<file path="config.mk">
export PLATFORM = sky130hd
export DESIGN_NAME = round_robin_slice_scheduler
export DESIGN_NICKNAME = d
export VERILOG_FILES = /design/src/rtl/rrss_pkg.sv /design/src/rtl/rrss_ram.sv /design/src/rtl/rrss_alu.sv /design/src/rtl/round_robin_slice_scheduler.sv
export SDC_FILE = /design/constraint.sdc
export NUM_CORES = 1
export LEC_CHECK = 0
export BUFFER_PORTS_ARGS = -buffer_cell sky130_fd_sc_hd__buf_2
export CORE_MARGIN = 5
export CORE_UTILIZATION = 50
export DETAILED_ROUTE_END_ITERATION = 8
export GPL_ROUTABILITY_DRIVEN = 0
export PLACE_DENSITY = 0.79
export SLEW_MARGIN = 20
export SYNTH_ARGS = -nofsm -noshare
export SYNTH_HDL_FRONTEND = slang
export SYNTH_SLANG_ARGS = --single-unit
</file>
<file path="constraint.sdc">
create_clock -name clk -period 5.2 [get_ports clk]
set_clock_uncertainty 0.05 [all_clocks]
set_input_delay 0.52 -clock clk [delete_from_list [all_inputs] [get_ports clk]]
set_output_delay 0.52 -clock clk [all_outputs]
set_load 0.01 [all_outputs]
</file>
<file path="src/rtl/rrss_pkg.sv">
// Shared types and constants for the round-robin slice scheduler.
// No dependencies; imported by the ALU and the top level.
package rrss_pkg;

  localparam int OPERATION_W = 1;
  localparam int SLOT_W      = 4;
  localparam int BURST_W     = 16;
  localparam int REMAIN_W    = 16;
  localparam int ELAPSED_W   = 32;
  localparam int QUANTUM_W   = 8;
  localparam int ACTIVE_W    = 5;

  localparam int IN_TDATA_W  = 24;
  localparam int OUT_TDATA_W = 56;
  localparam int CFG_INDEX_W = 1;
  localparam int CFG_DATA_W  = 8;

  localparam logic [OPERATION_W-1:0] OP_LOAD = 1'b0;
  localparam logic [OPERATION_W-1:0] OP_TICK = 1'b1;

  localparam logic [CFG_INDEX_W-1:0] REG_QUANTUM      = 1'b0;
  localparam logic [CFG_INDEX_W-1:0] REG_ACTIVE_COUNT = 1'b1;

  localparam logic [QUANTUM_W-1:0] QUANTUM_RESET = 8'd3;
  localparam logic [ACTIVE_W-1:0]  ACTIVE_RESET  = 5'd3;
  localparam logic [QUANTUM_W-1:0] SLICE_MAX     = 8'hFF;

  typedef logic alu_op_t;
  localparam alu_op_t ALU_DEC      = 1'b0;
  localparam alu_op_t ALU_INC_WRAP = 1'b1;

endpackage

</file>
<file path="src/rtl/rrss_ram.sv">
// Generic single-port-write, single-port-read RAM with registered read data.
// No dependencies.
module rrss_ram #(
  parameter int WIDTH = 16,
  parameter int DEPTH = 16
) (
  input  logic                     clk,
  input  logic                     we,
  input  logic [$clog2(DEPTH)-1:0] waddr,
  input  logic [WIDTH-1:0]         wdata,
  input  logic [$clog2(DEPTH)-1:0] raddr,
  output logic [WIDTH-1:0]         rdata
);

  logic [WIDTH-1:0] mem [DEPTH];

  always_ff @(posedge clk) begin
    if (we) begin
      mem[waddr] <= wdata;
    end
    rdata <= mem[raddr];
  end

endmodule

</file>
<file path="src/rtl/rrss_alu.sv">
// Shared step unit: wrapped slot increment for the ready search and
// decrement of a slot's remaining time. Depends on rrss_pkg.
module rrss_alu
  import rrss_pkg::*;
#(
  parameter int WIDTH = 16
) (
  input  alu_op_t          op,
  input  logic [WIDTH-1:0] a,
  input  logic [WIDTH-1:0] limit,
  output logic [WIDTH-1:0] y
);

  logic [WIDTH-1:0] inc;

  assign inc = a + WIDTH'(1);

  always_comb begin
    case (op)
      ALU_INC_WRAP: y = (inc >= limit) ? '0 : inc;
      ALU_DEC:      y = a - WIDTH'(1);
      default:      y = a;
    endcase
  end

endmodule

</file>
<file path="src/rtl/round_robin_slice_scheduler.sv">
// Round-robin time-slice scheduler: slot table, ready bits and sequencer.
// Depends on rrss_pkg, rrss_ram and rrss_alu.
//
// Input channel s_*: tuser = operation (0 load, 1 tick); tdata carries
// slot_index and burst_time. A load writes one slot and gives no result;
// it leaves the block idle, so the next item may follow directly.
// A tick gives one result on m_*: tuser = idle; tdata carries running_slot,
// remaining_after, dispatched, completed and elapsed_time.
// A tick steps through check, read, decrement and emit when the current
// slot keeps running; otherwise the search for the next ready slot runs
// between check and read, examining at most active_count slots (capped
// at MAX_SLOTS). An idle tick goes from check or the search to emit. The
// search steps one slot a cycle through the shared step unit; the slot
// table is read and written back through its RAM's read and write ports.
// s_tready is low while a tick is in progress and the next item is taken
// the cycle after the result is registered.
// cfg_* writes quantum (index 0) or active_count (index 1); always ready.
// The user is to use it only while the block is idle; the block does not enforce it.
// Reset empties the ready set, sets the current slot to the last slot and
// restores quantum 3 and active count 3. If m_tready stays low, the result
// waits in the output register and the sequencer holds before it.
module round_robin_slice_scheduler
  import rrss_pkg::*;
#(
  parameter int MAX_SLOTS = 16,
  parameter int TIME_BITS = 16
) (
  input  logic                   clk,
  input  logic                   rst,
  input  logic                   s_tvalid,
  output logic                   s_tready,
  input  logic                   s_tuser,   // operation
  input  logic [IN_TDATA_W-1:0]  s_tdata,   // slot_index, burst_time
  output logic                   m_tvalid,
  input  logic                   m_tready,
  output logic                   m_tuser,   // idle
  output logic [OUT_TDATA_W-1:0] m_tdata,   // running_slot, remaining_after,
                                            // dispatched, completed, elapsed_time
  input  logic                   cfg_valid,
  output logic                   cfg_ready,
  input  logic [CFG_INDEX_W-1:0] cfg_index,
  input  logic [CFG_DATA_W-1:0]  cfg_data
);

  localparam int SW    = $clog2(MAX_SLOTS);
  localparam int CNT_W = $clog2(MAX_SLOTS + 1);
  localparam int ALU_W = (TIME_BITS > CNT_W) ? TIME_BITS : CNT_W;

  localparam logic [2:0] S_IDLE  = 3'd0;
  localparam logic [2:0] S_CHECK = 3'd1;
  localparam logic [2:0] S_SCAN  = 3'd2;
  localparam logic [2:0] S_READ  = 3'd3;
  localparam logic [2:0] S_DEC   = 3'd4;
  localparam logic [2:0] S_EMIT  = 3'd5;

  logic [2:0]             state;
  logic [QUANTUM_W-1:0]   quantum;
  logic [ACTIVE_W-1:0]    active_count;
  logic [MAX_SLOTS-1:0]   ready;
  logic [SW-1:0]          cur;
  logic [SW-1:0]          scan;
  logic [CNT_W-1:0]       steps;
  logic [QUANTUM_W-1:0]   slice_used;
  logic [ELAPSED_W-1:0]   time_count;
  logic [TIME_BITS-1:0]   res_rem;
  logic                   res_idle;
  logic                   res_disp;
  logic                   res_done;

  logic [CNT_W-1:0]       count;
  logic                   in_fire;
  logic                   load_fire;
  logic [SLOT_W-1:0]      load_idx;
  logic [SW-1:0]          load_slot;
  logic                   load_in_range;
  logic [TIME_BITS-1:0]   load_time;
  logic                   cur_ok;
  logic                   next_ok;
  logic [SW-1:0]          next_slot;
  logic [CNT_W-1:0]       steps_inc;
  logic [TIME_BITS-1:0]   rem_new;
  logic                   emit_fire;
  logic [SLOT_W+REMAIN_W+1:0] res_fields;

  alu_op_t                alu_op;
  logic [ALU_W-1:0]       alu_a;
  logic [ALU_W-1:0]       alu_y;

  logic                   ram_we;
  logic [SW-1:0]          ram_waddr;
  logic [TIME_BITS-1:0]   ram_wdata;
  logic [TIME_BITS-1:0]   ram_rdata;

  assign cfg_ready = 1'b1;
  assign s_tready  = (state == S_IDLE);
  assign in_fire   = s_tvalid && s_tready;
  assign load_fire = in_fire && (s_tuser == OP_LOAD);

  assign load_idx      = s_tdata[SLOT_W-1:0];
  assign load_slot     = SW'(load_idx);
  assign load_in_range = (32'(load_idx) < MAX_SLOTS);
  assign load_time     = TIME_BITS'(s_tdata[SLOT_W +: BURST_W]);

  assign count = (32'(active_count) > MAX_SLOTS) ? CNT_W'(MAX_SLOTS) : CNT_W'(active_count);

  assign cur_ok    = (CNT_W'(cur) < count) && ready[cur];
  assign next_slot = alu_y[SW-1:0];
  assign next_ok   = (CNT_W'(next_slot) < count) && ready[next_slot];
  assign steps_inc = steps + CNT_W'(1);
  assign rem_new   = alu_y[TIME_BITS-1:0];

  assign emit_fire  = (state == S_EMIT) && (!m_tvalid || m_tready);
  assign res_fields = res_idle ? '0
                               : {res_done, res_disp, REMAIN_W'(res_rem), SLOT_W'(cur)};

  assign alu_op = (state == S_DEC) ? ALU_DEC : ALU_INC_WRAP;
  assign alu_a  = (state == S_DEC) ? ALU_W'(ram_rdata) : ALU_W'(scan);

  rrss_alu #(.WIDTH(ALU_W)) u_alu (
    .op    (alu_op),
    .a     (alu_a),
    .limit (ALU_W'(count)),
    .y     (alu_y)
  );

  assign ram_we    = (load_fire && load_in_range) || (state == S_DEC);
  assign ram_waddr = (state == S_DEC) ? cur : load_slot;
  assign ram_wdata = (state == S_DEC) ? rem_new : load_time;

  rrss_ram #(.WIDTH(TIME_BITS), .DEPTH(MAX_SLOTS)) u_slot_ram (
    .clk   (clk),
    .we    (ram_we),
    .waddr (ram_waddr),
    .wdata (ram_wdata),
    .raddr (cur),
    .rdata (ram_rdata)
  );

  always_ff @(posedge clk) begin
    if (rst) begin
      state        <= S_IDLE;
      quantum      <= QUANTUM_RESET;
      active_count <= ACTIVE_RESET;
      ready        <= '0;
      cur          <= SW'(MAX_SLOTS - 1);
      slice_used   <= QUANTUM_RESET;
      time_count   <= '0;
      m_tvalid     <= 1'b0;
    end else begin
      if (cfg_valid && cfg_ready) begin
        case (cfg_index)
          REG_QUANTUM:      quantum      <= cfg_data[QUANTUM_W-1:0];
          REG_ACTIVE_COUNT: active_count <= cfg_data[ACTIVE_W-1:0];
          default:          ;
        endcase
      end
      if (emit_fire) begin
        m_tvalid <= 1'b1;
        m_tuser  <= res_idle;
        m_tdata  <= {{(OUT_TDATA_W-ELAPSED_W-SLOT_W-REMAIN_W-2){1'b0}},
                     time_count, res_fields};
      end else if (m_tready) begin
        m_tvalid <= 1'b0;
      end
      case (state)
        S_IDLE: begin
          if (load_fire && load_in_range) begin
            ready[load_slot] <= (load_time != '0);
          end
          if (in_fire && (s_tuser == OP_TICK)) begin
            state <= S_CHECK;
          end
        end
        S_CHECK: begin
          res_disp <= 1'b0;
          if (cur_ok && (slice_used < quantum)) begin
            res_idle <= 1'b0;
            state    <= S_READ;
          end else if (count == '0) begin
            res_idle <= 1'b1;
            state    <= S_EMIT;
          end else begin
            scan  <= cur;
            steps <= '0;
            state <= S_SCAN;
          end
        end
        S_SCAN: begin
          if (next_ok) begin
            cur        <= next_slot;
            slice_used <= '0;
            res_disp   <= 1'b1;
            res_idle   <= 1'b0;
            state      <= S_READ;
          end else if (steps_inc == count) begin
            res_idle <= 1'b1;
            state    <= S_EMIT;
          end else begin
            scan  <= next_slot;
            steps <= steps_inc;
          end
        end
        S_READ: begin
          state <= S_DEC;
        end
        S_DEC: begin
          res_rem    <= rem_new;
          res_done   <= (rem_new == '0);
          time_count <= time_count + ELAPSED_W'(1);
          if (slice_used != SLICE_MAX) begin
            slice_used <= slice_used + QUANTUM_W'(1);
          end
          if (rem_new == '0) begin
            ready[cur] <= 1'b0;
          end
          state <= S_EMIT;
        end
        S_EMIT: begin
          if (emit_fire) begin
            state <= S_IDLE;
          end
        end
        default: state <= S_IDLE;
      endcase
    end
  end

`ifndef SYNTHESIS
  a_load_sets_ready: assert property (@(posedge clk) disable iff (rst)
    (load_fire && load_in_range) |=> (ready[$past(load_slot)] == $past(load_time != '0)))
    else $error("load did not update ready bit");

  a_dec_slot_ready: assert property (@(posedge clk) disable iff (rst)
    (state == S_DEC) |-> cur_ok)
    else $error("running slot not ready");

  a_result_from_emit: assert property (@(posedge clk) disable iff (rst)
    $rose(m_tvalid) |-> ($past(state) == S_EMIT))
    else $error("result raised outside emit");

  a_idle_result_clean: assert property (@(posedge clk) disable iff (rst)
    (m_tvalid && m_tuser) |-> (m_tdata[21:0] == '0))
    else $error("idle result carries slot data");

  a_done_means_zero: assert property (@(posedge clk) disable iff (rst)
    (m_tvalid && !m_tuser && m_tdata[21]) |-> (m_tdata[19:4] == '0))
    else $error("completed slot with time left");
`endif

endmodule

</file>
* Word-level counts from Yosys, hierarchy flattened *
Memory sizes are Yosys's and may differ from the RTL's. A register that Yosys moved wholly into a read port is not among the register bits.
Cells that the tools add are included.

word-level totals
  input bits = 39
  logic and storage cells = 138
  memories = 1
  bits in registers = 160
  bits in writable memories = 256
  output and inout port bits = 60

memory list
  name            words  width  rd ports  clocked after memory_dff  write ports  line            RTL
  u_slot_ram.mem  16     16     1         1                         1            rrss_ram.sv:15  logic [WIDTH-1:0] mem [DEPTH];

operators by class
  equality and inequality tests = 19
  bitwise operators = 5
  magnitude comparators = 10
  muxes and demuxes = 50
  reductions and logical operators = 31
  $add $sub $neg = 5

operators with widths
  kind                   number
  $mux 16                5
  $pmux 16 s2            2
  $add 32x1->32 const B  1
  $mux 5                 5
  $mux 4                 5
  $mux 3                 6
  $pmux 3 s6             1
  $add 16x1->16 const B  1
  $and 16x16->16         1
  $bwmux 16              1
  $ge 16x5->1            1
  $logic_not 16->1       1
  $mux 8                 2
  $not 16->16            1
  $pmux 8 s2             1
  $reduce_bool 16->1     1
  $sub 16x1->16 const B  1
  $lt 4x5->1 const B     3
  $mux 1                 14
  $ne 2x2->1 const B     6
  $reduce_and 3->1       4
  $lt 4x5->1             2
  $pmux 5 s2             1
  $reduce_and 2->1       5
  other kinds (25)       49

* Depth between registers and ports, before layout *
Gate-level depths: netlist (run 1).

  word-level depth = 11
  depth in mapped cells = 27
  gate-level depth less buffers = 21

* Cells and area by module *
From an unflattened synthesis (run 1), not the netlist that was laid out.

unflattened totals
  cells, all modules = 1440
  area, all modules = 19194.7 um^2

by module, submodules not included
  module                       seq. area each (um^2)  area an instance (um^2)  cells an instance  times used
  rrss_ram                     8007.7                 10042.1                  432                1
  round_robin_slice_scheduler  4033.9                 7847.5                   813                1
  rrss_alu                     0.0                    1305.0                   195                1

* Worst setup path after synthesis (run 1) *
OpenSTA, ideal clock, no wires.

  path kind = reg2reg
  start = reg state[2]
  end = reg scan[0] (enable)
  required time = 4.772 ns
  path buffers = 6
  library setup time = 0.378 ns
  stages on the path, launching flop included = 25
  period minus slack after synthesis = 5.679 ns
  setup slack = -0.479 ns
  data arrival time = 5.251 ns
  cells stage by stage = dfxtp_1 -> buf_4 -> nor3b_1 -> buf_2 -> buf_2 -> clkbuf_1 -> clkbuf_1 -> clkbuf_1 -> a21oi_1 -> xnor2_1 -> ha_1 -> a211oi_1 -> o21ai_0 -> o21bai_2 -> nor3b_1 -> a21o_1 -> ha_1 -> nand2b_1 -> a21oi_1 -> nor3_1 -> a41oi_1 -> o21ai_0 -> a21oi_2 -> or3_1 -> a21oi_1

on the way
  word-level cells in the longest chain between the ends = 11
  elaborated cells between the ends (all ways) = 20
  classes of those cells = add/sub (2); order compare (2); eq/ne (7); mux (6); reduce/logical (3)

ends and longest elaborated chain
  item                                   line                                                                    RTL
  start, declared                        round_robin_slice_scheduler.sv:56                                       logic [2:0] state;
  start signal, assigned                 round_robin_slice_scheduler.sv:141                                      state <= S_IDLE;
  start signal, assigned                 round_robin_slice_scheduler.sv:171                                      state <= S_CHECK;
  start signal, assigned                 round_robin_slice_scheduler.sv:178                                      state <= S_READ;
  $eq 3x3->1 (*)                         round_robin_slice_scheduler.sv:116, round_robin_slice_scheduler.sv:117
  $mux 16                                round_robin_slice_scheduler.sv:117                                      assign alu_a = (state == S_DEC) ? ALU_W'(ram_rdata) : ALU_W'(scan);
  $add 16x1->16                          rrss_alu.sv:16                                                          assign inc = a + WIDTH'(1);
  $ge 16x5->1                            rrss_alu.sv:20                                                          ALU_INC_WRAP: y = (inc >= limit) ? '0 : inc;
  $mux 16                                rrss_alu.sv:20
  $pmux 16 s2 (*)                        rrss_alu.sv:19                                                          case (op)
  named net alu_y[3]                     round_robin_slice_scheduler.sv:87                                       logic [ALU_W-1:0] alu_y;
  $bmux 1 s4                             round_robin_slice_scheduler.sv:108                                      assign next_ok = (CNT_W'(next_slot) < count) && ready[next_slot];
  $mux 1 (implied by the code)           round_robin_slice_scheduler.sv:108
  $logic_and 1x1->1 (*)                  round_robin_slice_scheduler.sv:108
  $ne 2x2->1 (no source line) (*)        -
  $reduce_and 6->1 (no source line) (*)  -
  end signal, assigned                   round_robin_slice_scheduler.sv:183                                      scan <= cur;
  end signal, assigned                   round_robin_slice_scheduler.sv:199                                      scan <= next_slot;
  end, declared                          round_robin_slice_scheduler.sv:61                                       logic [SW-1:0] scan;

Mark *: on every way through the listed nets, which the timed path passes. The rest lies on a longest branch. The select of a mux whose other input is x is not followed.
A chain may end at the register's enable or synchronous reset.

* Worst setup path in the final report (run 1) *
  start = reg state[0]
  end = reg steps[4] (enable)

on the way
  word-level cells in the longest chain between the ends = 11
  elaborated cells between the ends (all ways) = 20
  classes of those cells = add/sub (2); order compare (2); eq/ne (7); mux (6); reduce/logical (3)

ends and longest elaborated chain
  item                                   line                                                                    RTL
  $eq 3x3->1 (*)                         round_robin_slice_scheduler.sv:116, round_robin_slice_scheduler.sv:117
  $mux 16                                round_robin_slice_scheduler.sv:117
  $add 16x1->16                          rrss_alu.sv:16
  $ge 16x5->1                            rrss_alu.sv:20
  $mux 16                                rrss_alu.sv:20
  $pmux 16 s2 (*)                        rrss_alu.sv:19
  named net alu_y[3]                     round_robin_slice_scheduler.sv:87
  $bmux 1 s4                             round_robin_slice_scheduler.sv:108
  $mux 1 (implied by the code)           round_robin_slice_scheduler.sv:108
  $logic_and 1x1->1 (*)                  round_robin_slice_scheduler.sv:108
  $ne 2x2->1 (no source line) (*)        -
  $reduce_and 6->1 (no source line) (*)  -
  end signal, assigned                   round_robin_slice_scheduler.sv:200                                      steps <= steps_inc;
  end, declared                          round_robin_slice_scheduler.sv:62                                       logic [CNT_W-1:0] steps;

Marked as above.

==> results.md, run 1 <==
* DR DRC count at 0
* Slew Limit Fails at 0
* Outcome: complete, no violations
* Flop pwr share at 47.7%
* Area Growth Syn to Fin at 13.2%
* Routed vias/inst at 6.13
* Critical path type: flip-flop to flip-flop
* Die area at 0.0409 mm^2
* Initial antenna violation count at 0
* Setup TNS at 0 ps
* Row count at 70
* Seq/Total Area, Yosys at 65.1%
* CTS H-tree lvls at 2
* First-pass GRT wire length at 67,300 um
* Max transition margin at 30.8%
* Hold Buf Count CTS at 0
* WHS Path Cells at 2
* Port buffer count at 91
* WL/cell at 23.3 um
* Crit path to: steps[4]
* Commonest non-fill, non-tap cell in the layout: edfxtp_1
* Net Sw Frac at 27.6%
* DP Area at 0.0195 mm^2
* Syn Area/Cell at 14.6 um^2
* Vias in the first global route at 11,407
* CTS max path bufs at 3
* Most frequent cells in the layout: edfxtp_1, nor2_1, buf_2
* TritonCTS clock tree: yes
* TritonCTS Buffers at 44
* Final Hold Vio Count at 0
* Post-Syn Instances at 1,269
* Pin count of the biggest net entering global routing at 56
* Post-synth EDFFs at 339
* MaxCap Viol Count at 0
* Yosys warning count at 0
* Cell Pwr Density at 419 mW/mm^2
* R2r worst-path depth at 20
* Combinational fraction of design power at 17.8%
* Clk sinks at 432
* DP Worst Slack at 333 ps
* Worst R2R End: steps[4]
* Cell variety after synth at 76
* Clk Latency, worst-skew pair at 550 ps
* Antenna Violating Nets Remaining at 0
* # setup viols final at 0
* Layout fillers at 2,695
* All-layer global routing usage at 21.1%
* Worst EP required at 5410 ps
* RSZ-0062 raised after global routing: no
* Clock power frac at 34.5%
* Peak VDD IR at 0.241 mV
* Top_reg_cell synth: edfxtp_1
* IO Count at 99
* Setup crit end kind: flip-flop
* Worst Hold Class: input pin to flip-flop
* Measured slew at the worst slew-check pin at 1040 ps
* Synthesized area at 0.0185 mm^2
* Flops & latches, synth at 432
* Drt total wl at 43,800 um
* Leak at 7.28 nW
* Die H at 202 um
* Worst EP arrival at 5070 ps
* Nets at 1,432
* P_sw at 2.43 mW
* Critical path launch point type: flip-flop
* Crit path max fanout at 9
* CTS root buffer: clkbuf_16
* Share of cells above drive strength 1 at 21.8%
* Final period util at 93.6%
* DR pass1 iterations at 6
* Reg2Reg Setup Slack at 330 ps
* Crit path from: state[0]
* Vias at 11,485
* Initial core utilization at 50.6%
* Final HPWL DP at 27,100 um
* Fmax at 0.205 GHz
* Final Cell Area at 0.0209 mm^2
* Worst flop-to-flop path startpoint: state[0]
* Core ar. at 0.0365 mm^2
* Clock slew at reported path FFs at 60 ps
* Internal at 6.35 mW
* Final setup margin at 334 ps
* N_diodes at 0
* Async SR Flop Fraction at 0%
* Grt ovf at 0
* Die Wd at 202 um
* DR iter-0 viols at 1,423
* Min Clock Period, post-route at 4870 ps
power groups by stage:
stage	combinational, mW	clock [mW]	sequential (mW)
2_1_floorplan	1.27	0	4.06
3_3_place_gp	1.47	0	4.24
3_5_place_dp	1.52	0	4.25
4_1_cts	1.54	3.08	4.18
5_1_grt	1.69	3.22	4.21
6_report	1.56	3.03	4.18
flip-flops by register name, indices dropped and copies added (netlist names), 5 cells and up:
register	flops
time_count	32
steps	5
u_slot_ram.rdata	16
quantum	8
active_count	5
ready	16
res_rem	16
slice_used	8
u_slot_ram.mem	256
m_tdata	54
how the worst min path moves through the flow:
stage,endpoint,from,slack (ps)
after floorplan,m_tdata[53],time_count[31],370
after global placement,m_tdata[53],time_count[31],380
after detailed placement,m_tdata[53],time_count[31],400
after CTS,quantum[1],cfg_data[1],130
after global routing,quantum[1],cfg_data[1],140
final,quantum[1],cfg_data[1],150
kinds of logic after synthesis:
group                      after synthesis  share of synthesized area [%]
buffers and inverters                   91                           2.04
other                                    2                         0.0406
AOI/OAI and AO/OA                      196                           7.42
xor gates and xnor gates                57                           2.70
DFF                                    432                           65.1
and+or+nand+nor                        375                           10.3
muxes                                   95                           10.9
adders and majority gates               21                           1.42
Yosys cell counts (8+ instances only):
| master | n | area, um^2 |
|---|---|---|
| a31oi_1 | 22 | 138 |
| nor3_1 | 16 | 80.1 |
| nor2b_1 | 35 | 219 |
| nor2_1 | 108 | 405 |
| a21o_1 | 28 | 210 |
| a211o_1 | 11 | 96.3 |
| inv_1 | 19 | 71.3 |
| buf_1 | 16 | 60.1 |
| nand2b_1 | 11 | 68.8 |
| and3_1 | 18 | 113 |
| clkbuf_1 | 44 | 165 |
| and4_1 | 8 | 70.1 |
| nand4_1 | 18 | 113 |
| xor2_1 | 36 | 315 |
| nor3b_1 | 10 | 75.1 |
| mux2i_1 | 9 | 90.1 |
| dfxtp_1 | 93 | 1860 |
| a21oi_1 | 53 | 265 |
| or3_1 | 9 | 56.3 |
| a211oi_1 | 16 | 120 |
| ha_1 | 21 | 263 |
| o21ai_0 | 18 | 90.1 |
| mux4_2 | 85 | 1910 |
| nand2_1 | 74 | 278 |
| edfxtp_1 | 339 | 10200 |
| xnor2_1 | 21 | 184 |
| and2_1 | 10 | 62.6 |
| nand3_1 | 29 | 145 |
final cells by class:
cell class / instances / area, um^2 / area share [%]
Timing Repair Buffer: 127 / 738 / 3.53
Sequential cell: 432 / 12100 / 57.6
Multi-Input combinational cell: 747 / 6110 / 29.2
Tap cell: 468 / 586 / 2.80
Clock inverter: 23 / 219 / 1.05
Clock buffer: 58 / 1150 / 5.51
Inverter: 20 / 75.1 / 0.359
per-layer routing:
| layer | vias up | track usage (%) | part of all wire (%) |
|---|---|---|---|
| li1 | 5095 | - | - |
| met1 | 5703 | 26.9 | 38 |
| met2 | 579 | 37.6 | 52 |
| met3 | 108 | 3.13 | 7.3 |
| met4 | 0 | 6.18 | 2.8 |
| met5 | - | 0 | 0 |
worst max-delay path: stages (launching register included):
cell      delay (ps)
dfxtp_1          310
or3b_2           610
a21o_1           290
inv_1            120
ha_1             270
ha_1             220
a211oi_1         200
o21ai_0          150
o21bai_2         290
nor3b_1          320
a21o_1           210
ha_1             170
nand2b_1         110
a21oi_1           50
nor3_1           160
a41oi_1           70
o21ai_0          150
a21oi_2           80
or3_1            420
a21oi_4          190
buf_12           140
what timing repair did:
action | 4_1_cts | 5_1_grt
hold endpoints to repair | 0 | 0
gates resized for setup | 0 | 0
endpoints found under the setup margin | 0 | 10
setup buffers | 0 | 1
stage by stage:
| stage | cells | utilization, % | total power, mW | hold slack, ps |
|---|---|---|---|---|
| 2_1_floorplan | 1270 | - | 5.32 | 367 |
| 3_3_place_gp | 1793 | 53.5 | 5.72 | 384 |
| 3_5_place_dp | 1793 | 53.5 | 5.77 | 402 |
| 4_1_cts | 1874 | 57.3 | 8.79 | 133 |
| 5_1_grt | 1875 | 57.3 | 9.12 | 137 |
| 6_report | 1875 | 57.3 | 8.78 | 151 |
Note: power is estimated with default switching activity, not from simulation.
==> run 2: changes to the inputs <==
--- a/config.mk
+++ b/config.mk
@@ -7,10 +7,10 @@
 export LEC_CHECK = 0
 export BUFFER_PORTS_ARGS = -buffer_cell sky130_fd_sc_hd__buf_2
 export CORE_MARGIN = 5
-export CORE_UTILIZATION = 50
+export CORE_UTILIZATION = 25
 export DETAILED_ROUTE_END_ITERATION = 8
 export GPL_ROUTABILITY_DRIVEN = 0
-export PLACE_DENSITY = 0.79
+export PLACE_DENSITY = 0.5
 export SLEW_MARGIN = 20
 export SYNTH_ARGS = -nofsm -noshare
 export SYNTH_HDL_FRONTEND = slang
==> results.md, run 2 (same netlist as run 1, synthesis figures left out) <==
* Die H at 282 um
* TritonCTS Buffers at 45
* Share of cells above drive strength 1 at 23.7%
* Critical path depth at 20
* Final period util at 92.1%
* Clock power frac at 36.6%
* DR DRC count at 0
* Critical path type: flip-flop to flip-flop
* Clk Latency, worst-skew pair at 600 ps
* Worst Hold Class: input pin to flip-flop
* Vias at 11,108
* Most frequent cells in the layout: edfxtp_1, nor2_1, buf_2
* First-pass GRT wire length at 71,400 um
* Core ar. at 0.0732 mm^2
* Die Wd at 282 um
* Largest register FFs at 256
* Setup TNS at 0 ps
* DR iter-0 viols at 809
* Clock slew at reported path FFs at 60 ps
* Leak at 7.39 nW
* Drt total wl at 47,700 um
* Cell Pwr Density at 420 mW/mm^2
* IO Count at 99
* CP max stage delay at 630 ps
* Flop pwr share at 45.3%
* Port buffer count at 91
* Crit path from: state[0]
* CTS H-tree lvls at 2
* Worst EP required at 5430 ps
* P_sw at 2.56 mW
* FF+latch area at 0.0121 mm^2
* Routed vias/inst at 4.68
* CTS root buffer: clkbuf_16
* Slew Limit Fails at 0
* Top Registers: u_slot_ram.mem: 256 flops, m_tdata: 54 flops, time_count: 32 flops
* WL/cell at 20.1 um
* Critical path launch point type: flip-flop
* All-layer global routing usage at 11.8%
* Combinational fraction of design power at 18.0%
* Setup crit end kind: flip-flop
* RSZ-0062 raised after global routing: no
* Initial antenna violation count at 1
* Vias in the first global route at 11,215
* Layout fillers at 7,227
* Internal at 6.59 mW
* DR pass1 iterations at 5
* Reg2Reg Setup Slack at 410 ps
* Final Hold Vio Count at 0
* Area Growth Syn to Fin at 18.0%
* Nets at 1,438
* Worst R2R End: scan[0]
* Critical path's slowest cell: or3b_2
* Multi-input gate area at 0.00615 mm^2
* Crit path max fanout at 11
* Grt ovf at 0
* Initial core utilization at 25.3%
* Min Clock Period, post-route at 4790 ps
* Outcome: complete, no violations
* Peak VDD IR at 0.234 mV
* Measured slew at the worst slew-check pin at 1030 ps
* Hold Buf Count CTS at 0
* Pin count of the biggest net entering global routing at 51
* Clk sinks at 432
* CP Cell Sequence: or3b_2 > a21o_1 > inv_1 > ha_1 > ha_1 > a211oi_1 > o21ai_0 > o21bai_2 > nor3b_1 > a21o_1 > ha_1 > nand2b_1 > a21oi_1 > nor3_1 > a41oi_1 > o21ai_0 > a21oi_2 > or3_1 > a21oi_4 > buf_12
* Non-Filler Instances at 2,373
* Worst flop-to-flop path startpoint: state[0]
* Most repeated library cell on the critical path: ha_1
* R2r worst-path depth at 20
* Max transition margin at 31.2%
* Worst EP arrival at 5020 ps
* Row count at 99
* CTS max path bufs at 3
* MaxCap Viol Count at 0
* Antenna Violating Nets Remaining at 0
* # setup viols final at 0
* DP Cell Count at 2,288
* Worst Path Buf+Inv at 2
* Commonest non-fill, non-tap cell in the layout: edfxtp_1
* N_diodes at 0
* Post-CTS sizing at 0
* Largest Register: u_slot_ram.mem
* Die area at 0.0795 mm^2
* Final HPWL DP at 30,600 um
* Tot Pwr at 9.15 mW
* CP top delay family: simple AND/OR/NAND/NOR gates
* Fmax at 0.209 GHz
* TritonCTS clock tree: yes
* Crit path to: scan[0]
* Net Sw Frac at 28.0%
-- run 2: cell types whose count changed in the layout (fill, tap and decap cells not counted), sizes merged --
cell,delta
buf,+5
clkinv,+4
bufinv,+3
clkbuf,-3
inv,-3
clkinvlp,+1
-- run 2: worst min-delay path by stage --
| stage | from | to | slack [ps] | cells after the start |
|---|---|---|---|---|
| 2_1_floorplan | time_count[31] | m_tdata[53] | 370 | 0 |
| 3_3_place_gp | time_count[31] | m_tdata[53] | 390 | 0 |
| 3_5_place_dp | time_count[31] | m_tdata[53] | 400 | 0 |
| 4_1_cts | cfg_data[1] | quantum[1] | 80 | 2 |
| 5_1_grt | cfg_data[1] | quantum[1] | 100 | 2 |
| 6_report | cfg_data[1] | quantum[1] | 110 | 2 |
-- run 2: per-stage QoR --
stage	util, %	instance area [um^2]	hold WS (ps)	setup slack, ps
final	29.8	21800	109	411
after global routing	29.8	21800	102	19.8
after CTS	29.8	21800	75.3	206
after detailed placement	27.6	20200	397	281
after global placement	27.6	20200	390	304
after floorplan	-	18500	367	79.9
-- run 2: power groups by stage --
stage | clock [mW] | sequential [mW] | combinational [mW]
2_1_floorplan | 0 | 4.06 | 1.27
3_3_place_gp | 0 | 4.22 | 1.62
3_5_place_dp | 0 | 4.23 | 1.64
4_1_cts | 3.44 | 4.15 | 1.64
5_1_grt | 3.58 | 4.18 | 1.80
6_report | 3.35 | 4.15 | 1.65
-- run 2: layout make-up --
class	count	share of cell area (%)
sequential	432	55.2
tap	959	5.50
multi-input combinational	747	28.2
inverter	20	0.344
clock inverter	28	1.70
clock buffer	55	5.43
timing repair buffer	132	3.61
-- run 2: worst register-to-register path, delay by kind of cell (launching register included) --
family | cells | cell delay (ps)
and+or+nand+nor | 5 | 1620
DFF | 1 | 310
buffers and inverters | 2 | 250
AOI/OAI and AO/OA | 10 | 1620
adders and majority gates | 3 | 640
-- run 2: routing by layer --
layer | vias to the layer above | GRT usage [%] | part of all wire [%]
met5 | - | 0 | 0
met4 | 0 | 3.41 | 2.6
met3 | 74 | 2.14 | 4.5
met2 | 258 | 20.6 | 51
met1 | 5666 | 14.9 | 42
li1 | 5110 | - | -
-- run 2: repair_timing --
item                                   4_1_cts  5_1_grt
setup endpoints to repair                    0       16
endpoints found under the hold margin        0        0
buffers inserted                             0        2
==> run 3: changes to the inputs <==
--- a/config.mk
+++ b/config.mk
@@ -7,10 +7,11 @@
 export LEC_CHECK = 0
 export BUFFER_PORTS_ARGS = -buffer_cell sky130_fd_sc_hd__buf_2
 export CORE_MARGIN = 5
-export CORE_UTILIZATION = 25
+export CORE_UTILIZATION = 41
 export DETAILED_ROUTE_END_ITERATION = 8
 export GPL_ROUTABILITY_DRIVEN = 0
-export PLACE_DENSITY = 0.5
+export PLACE_DENSITY = 0.68
+export SKIP_CTS_REPAIR_TIMING = 1
 export SLEW_MARGIN = 20
 export SYNTH_ARGS = -nofsm -noshare
 export SYNTH_HDL_FRONTEND = slang
==> constraint.sdc (replaced) <==
create_clock -name clk -period 5.2 [get_ports clk]
set_clock_uncertainty 0.05 [all_clocks]
set_input_delay 0 -clock clk [delete_from_list [all_inputs] [get_ports clk]]
set_output_delay 0 -clock clk [all_outputs]
set_load 0.01 [all_outputs]
==> results.md, run 3 (same netlist as run 1, synthesis figures left out) <==
* Setup TNS at 0 ps
* Min Clock Period, post-route at 4930 ps
* Critical path's slowest cell: or3b_4
* CP max stage delay at 490 ps
* Peak VDD IR at 0.241 mV
* R2r worst-path depth at 19
* Nets at 1,465
* Die H at 222 um
* Vias in the first global route at 11,156
* Combinational fraction of design power at 18.4%
* Crit path from: state[2]
* Drt total wl at 43,100 um
* DP Worst Slack at 176 ps
* Clk Latency, worst-skew pair at 570 ps
* Reg2Reg Setup Slack at 270 ps
* Die area at 0.0494 mm^2
* Vias at 11,414
* CP top delay family: compound AO/OA/AOI/OAI gates
* Most repeated library cell on the critical path: ha_1
* CP Cell Sequence: or3b_4 > a21o_1 > inv_1 > ha_1 > ha_1 > a211oi_1 > o21ai_0 > o21bai_2 > nor3b_1 > a21o_2 > ha_1 > nand2b_1 > a21oi_1 > nor3_1 > a41oi_1 > o21ai_0 > a21oi_2 > or3_1 > a21oi_4
* Worst Path Buf+Inv at 1
* Hold Crit Endpoint: ready[13]
* Share of cells above drive strength 1 at 21.3%
* DR DRC count at 0
* Routed vias/inst at 5.62
* Flop pwr share at 47.4%
* Final setup margin at 273 ps
* DR pass1 iterations at 5
* Port buffer count at 91
* Largest register FFs at 256
* Setup crit end kind: flip-flop
* DR iter-0 viols at 907
* Initial antenna violation count at 1
* RSZ-0062 raised after global routing: no
* Die Wd at 222 um
* All-layer global routing usage at 17.0%
* WL/cell at 21.2 um
* Cell Pwr Density at 408 mW/mm^2
* Critical path type: flip-flop to flip-flop
* Worst Hold Class: input pin to flip-flop
* Largest Register: u_slot_ram.mem
* Core ar. at 0.0444 mm^2
* Worst flop-to-flop path startpoint: state[2]
* CTS root buffer: clkbuf_16
* MaxCap Viol Count at 0
* Core Util, Final at 48.2%
* Worst EP required at 5390 ps
* Critical path launch point type: flip-flop
* CTS H-tree lvls at 2
* TritonCTS clock tree: yes
* Final HPWL DP at 27,100 um
* Hold path start: s_tdata[3]
* Top Registers: u_slot_ram.mem: 256 flops, m_tdata: 54 flops, time_count: 32 flops
* WHS Path Cells at 5
* Area Growth Syn to Fin at 15.7%
* Outcome: complete, but fails checks
* Leak at 7.41 nW
* Most frequent cells in the layout: edfxtp_1, nor2_1, buf_2
* Tot Pwr at 8.72 mW
* Measured slew at the worst slew-check pin at 1000 ps
* TritonCTS Buffers at 44
* Commonest non-fill, non-tap cell in the layout: edfxtp_1
* Clk sinks at 432
* First-pass GRT wire length at 66,100 um
* Grt ovf at 0
* Final period util at 94.7%
* CTS max path bufs at 3
* Final Hold Vio Count at 10
* Min Hold Slack at -32.6 ps
* FF+latch area at 0.0121 mm^2
* Failing checks: hold timing
* Fmax at 0.203 GHz
* Crit path max fanout at 13
* Multi-input gate area at 0.00611 mm^2
* Clock slew at reported path FFs at 60 ps
* Slew Limit Fails at 0
* IO Count at 99
* Net Sw Frac at 27.7%
* Pin count of the biggest net entering global routing at 68
* Worst R2R End: scan[3]
* Antenna Violating Nets Remaining at 0
* Worst EP arrival at 5110 ps
* Max transition margin at 33.1%
* Initial core utilization at 41.6%
* Internal at 6.31 mW
* Layout fillers at 3,742
* Clock power frac at 34.2%
* # setup viols final at 0
* P_sw at 2.41 mW
* Row count at 77
[run 3: area by class of cell]
cell class                 instances  area share (%)
antenna                            1          0.0117
clock buffer                      59            5.60
clock inverter                    21           0.760
inverter                          20           0.351
multi-input combinational        747            28.6
sequential                       432            56.3
tap                              592            3.46
timing repair buffer             160            4.91
[run 3: power groups by stage]
stage          combinational [mW]  sequential, mW  clock (mW)
2_1_floorplan                1.27            4.06           0
3_3_place_gp                 1.55            4.19           0
3_5_place_dp                 1.59            4.20           0
4_1_cts                      1.59            4.13        3.04
5_1_grt                      1.75            4.15        3.19
6_report                     1.61            4.13        2.98
[run 3: stage by stage]
step	cell area (um^2)	instances
after floorplan	18500	1270
after global placement	19700	1920
after detailed placement	19700	1920
after CTS	21100	2000
after global routing	21400	2032
final	21400	2032
[run 3: how the worst max path moves through the flow]
| stage | to | slack, ps | depth (start not counted) |
|---|---|---|---|
| 2_1_floorplan | scan[0] | 80 | 26 |
| 4_1_cts | scan[0] | 100 | 19 |
| 3_3_place_gp | scan[3] | 320 | 19 |
| 6_report | scan[3] | 270 | 19 |
| 5_1_grt | steps[2] | 30 | 19 |
| 3_5_place_dp | scan[3] | 180 | 19 |
[run 3: worst register-to-register path: stages, from the launching register on]
cell and delay (ps):
dfxtp_1 340, or3b_4 490, a21o_1 220, inv_1 90, ha_1 280, ha_1 210, a211oi_1 200, o21ai_0 170
o21bai_2 320, nor3b_1 310, a21o_2 260, ha_1 190, nand2b_1 110, a21oi_1 40, nor3_1 230, a41oi_1 100
o21ai_0 160, a21oi_2 80, or3_1 420, a21oi_4 320
[run 3: metal layers]
metal  wire (um)  track usage, %  up-vias
met5           0               0        -
met4        1230            5.61        0
met3        2910            2.64       83
met2       21300            29.3      420
met1       17700            22.3     5748
li1            -               -     5163
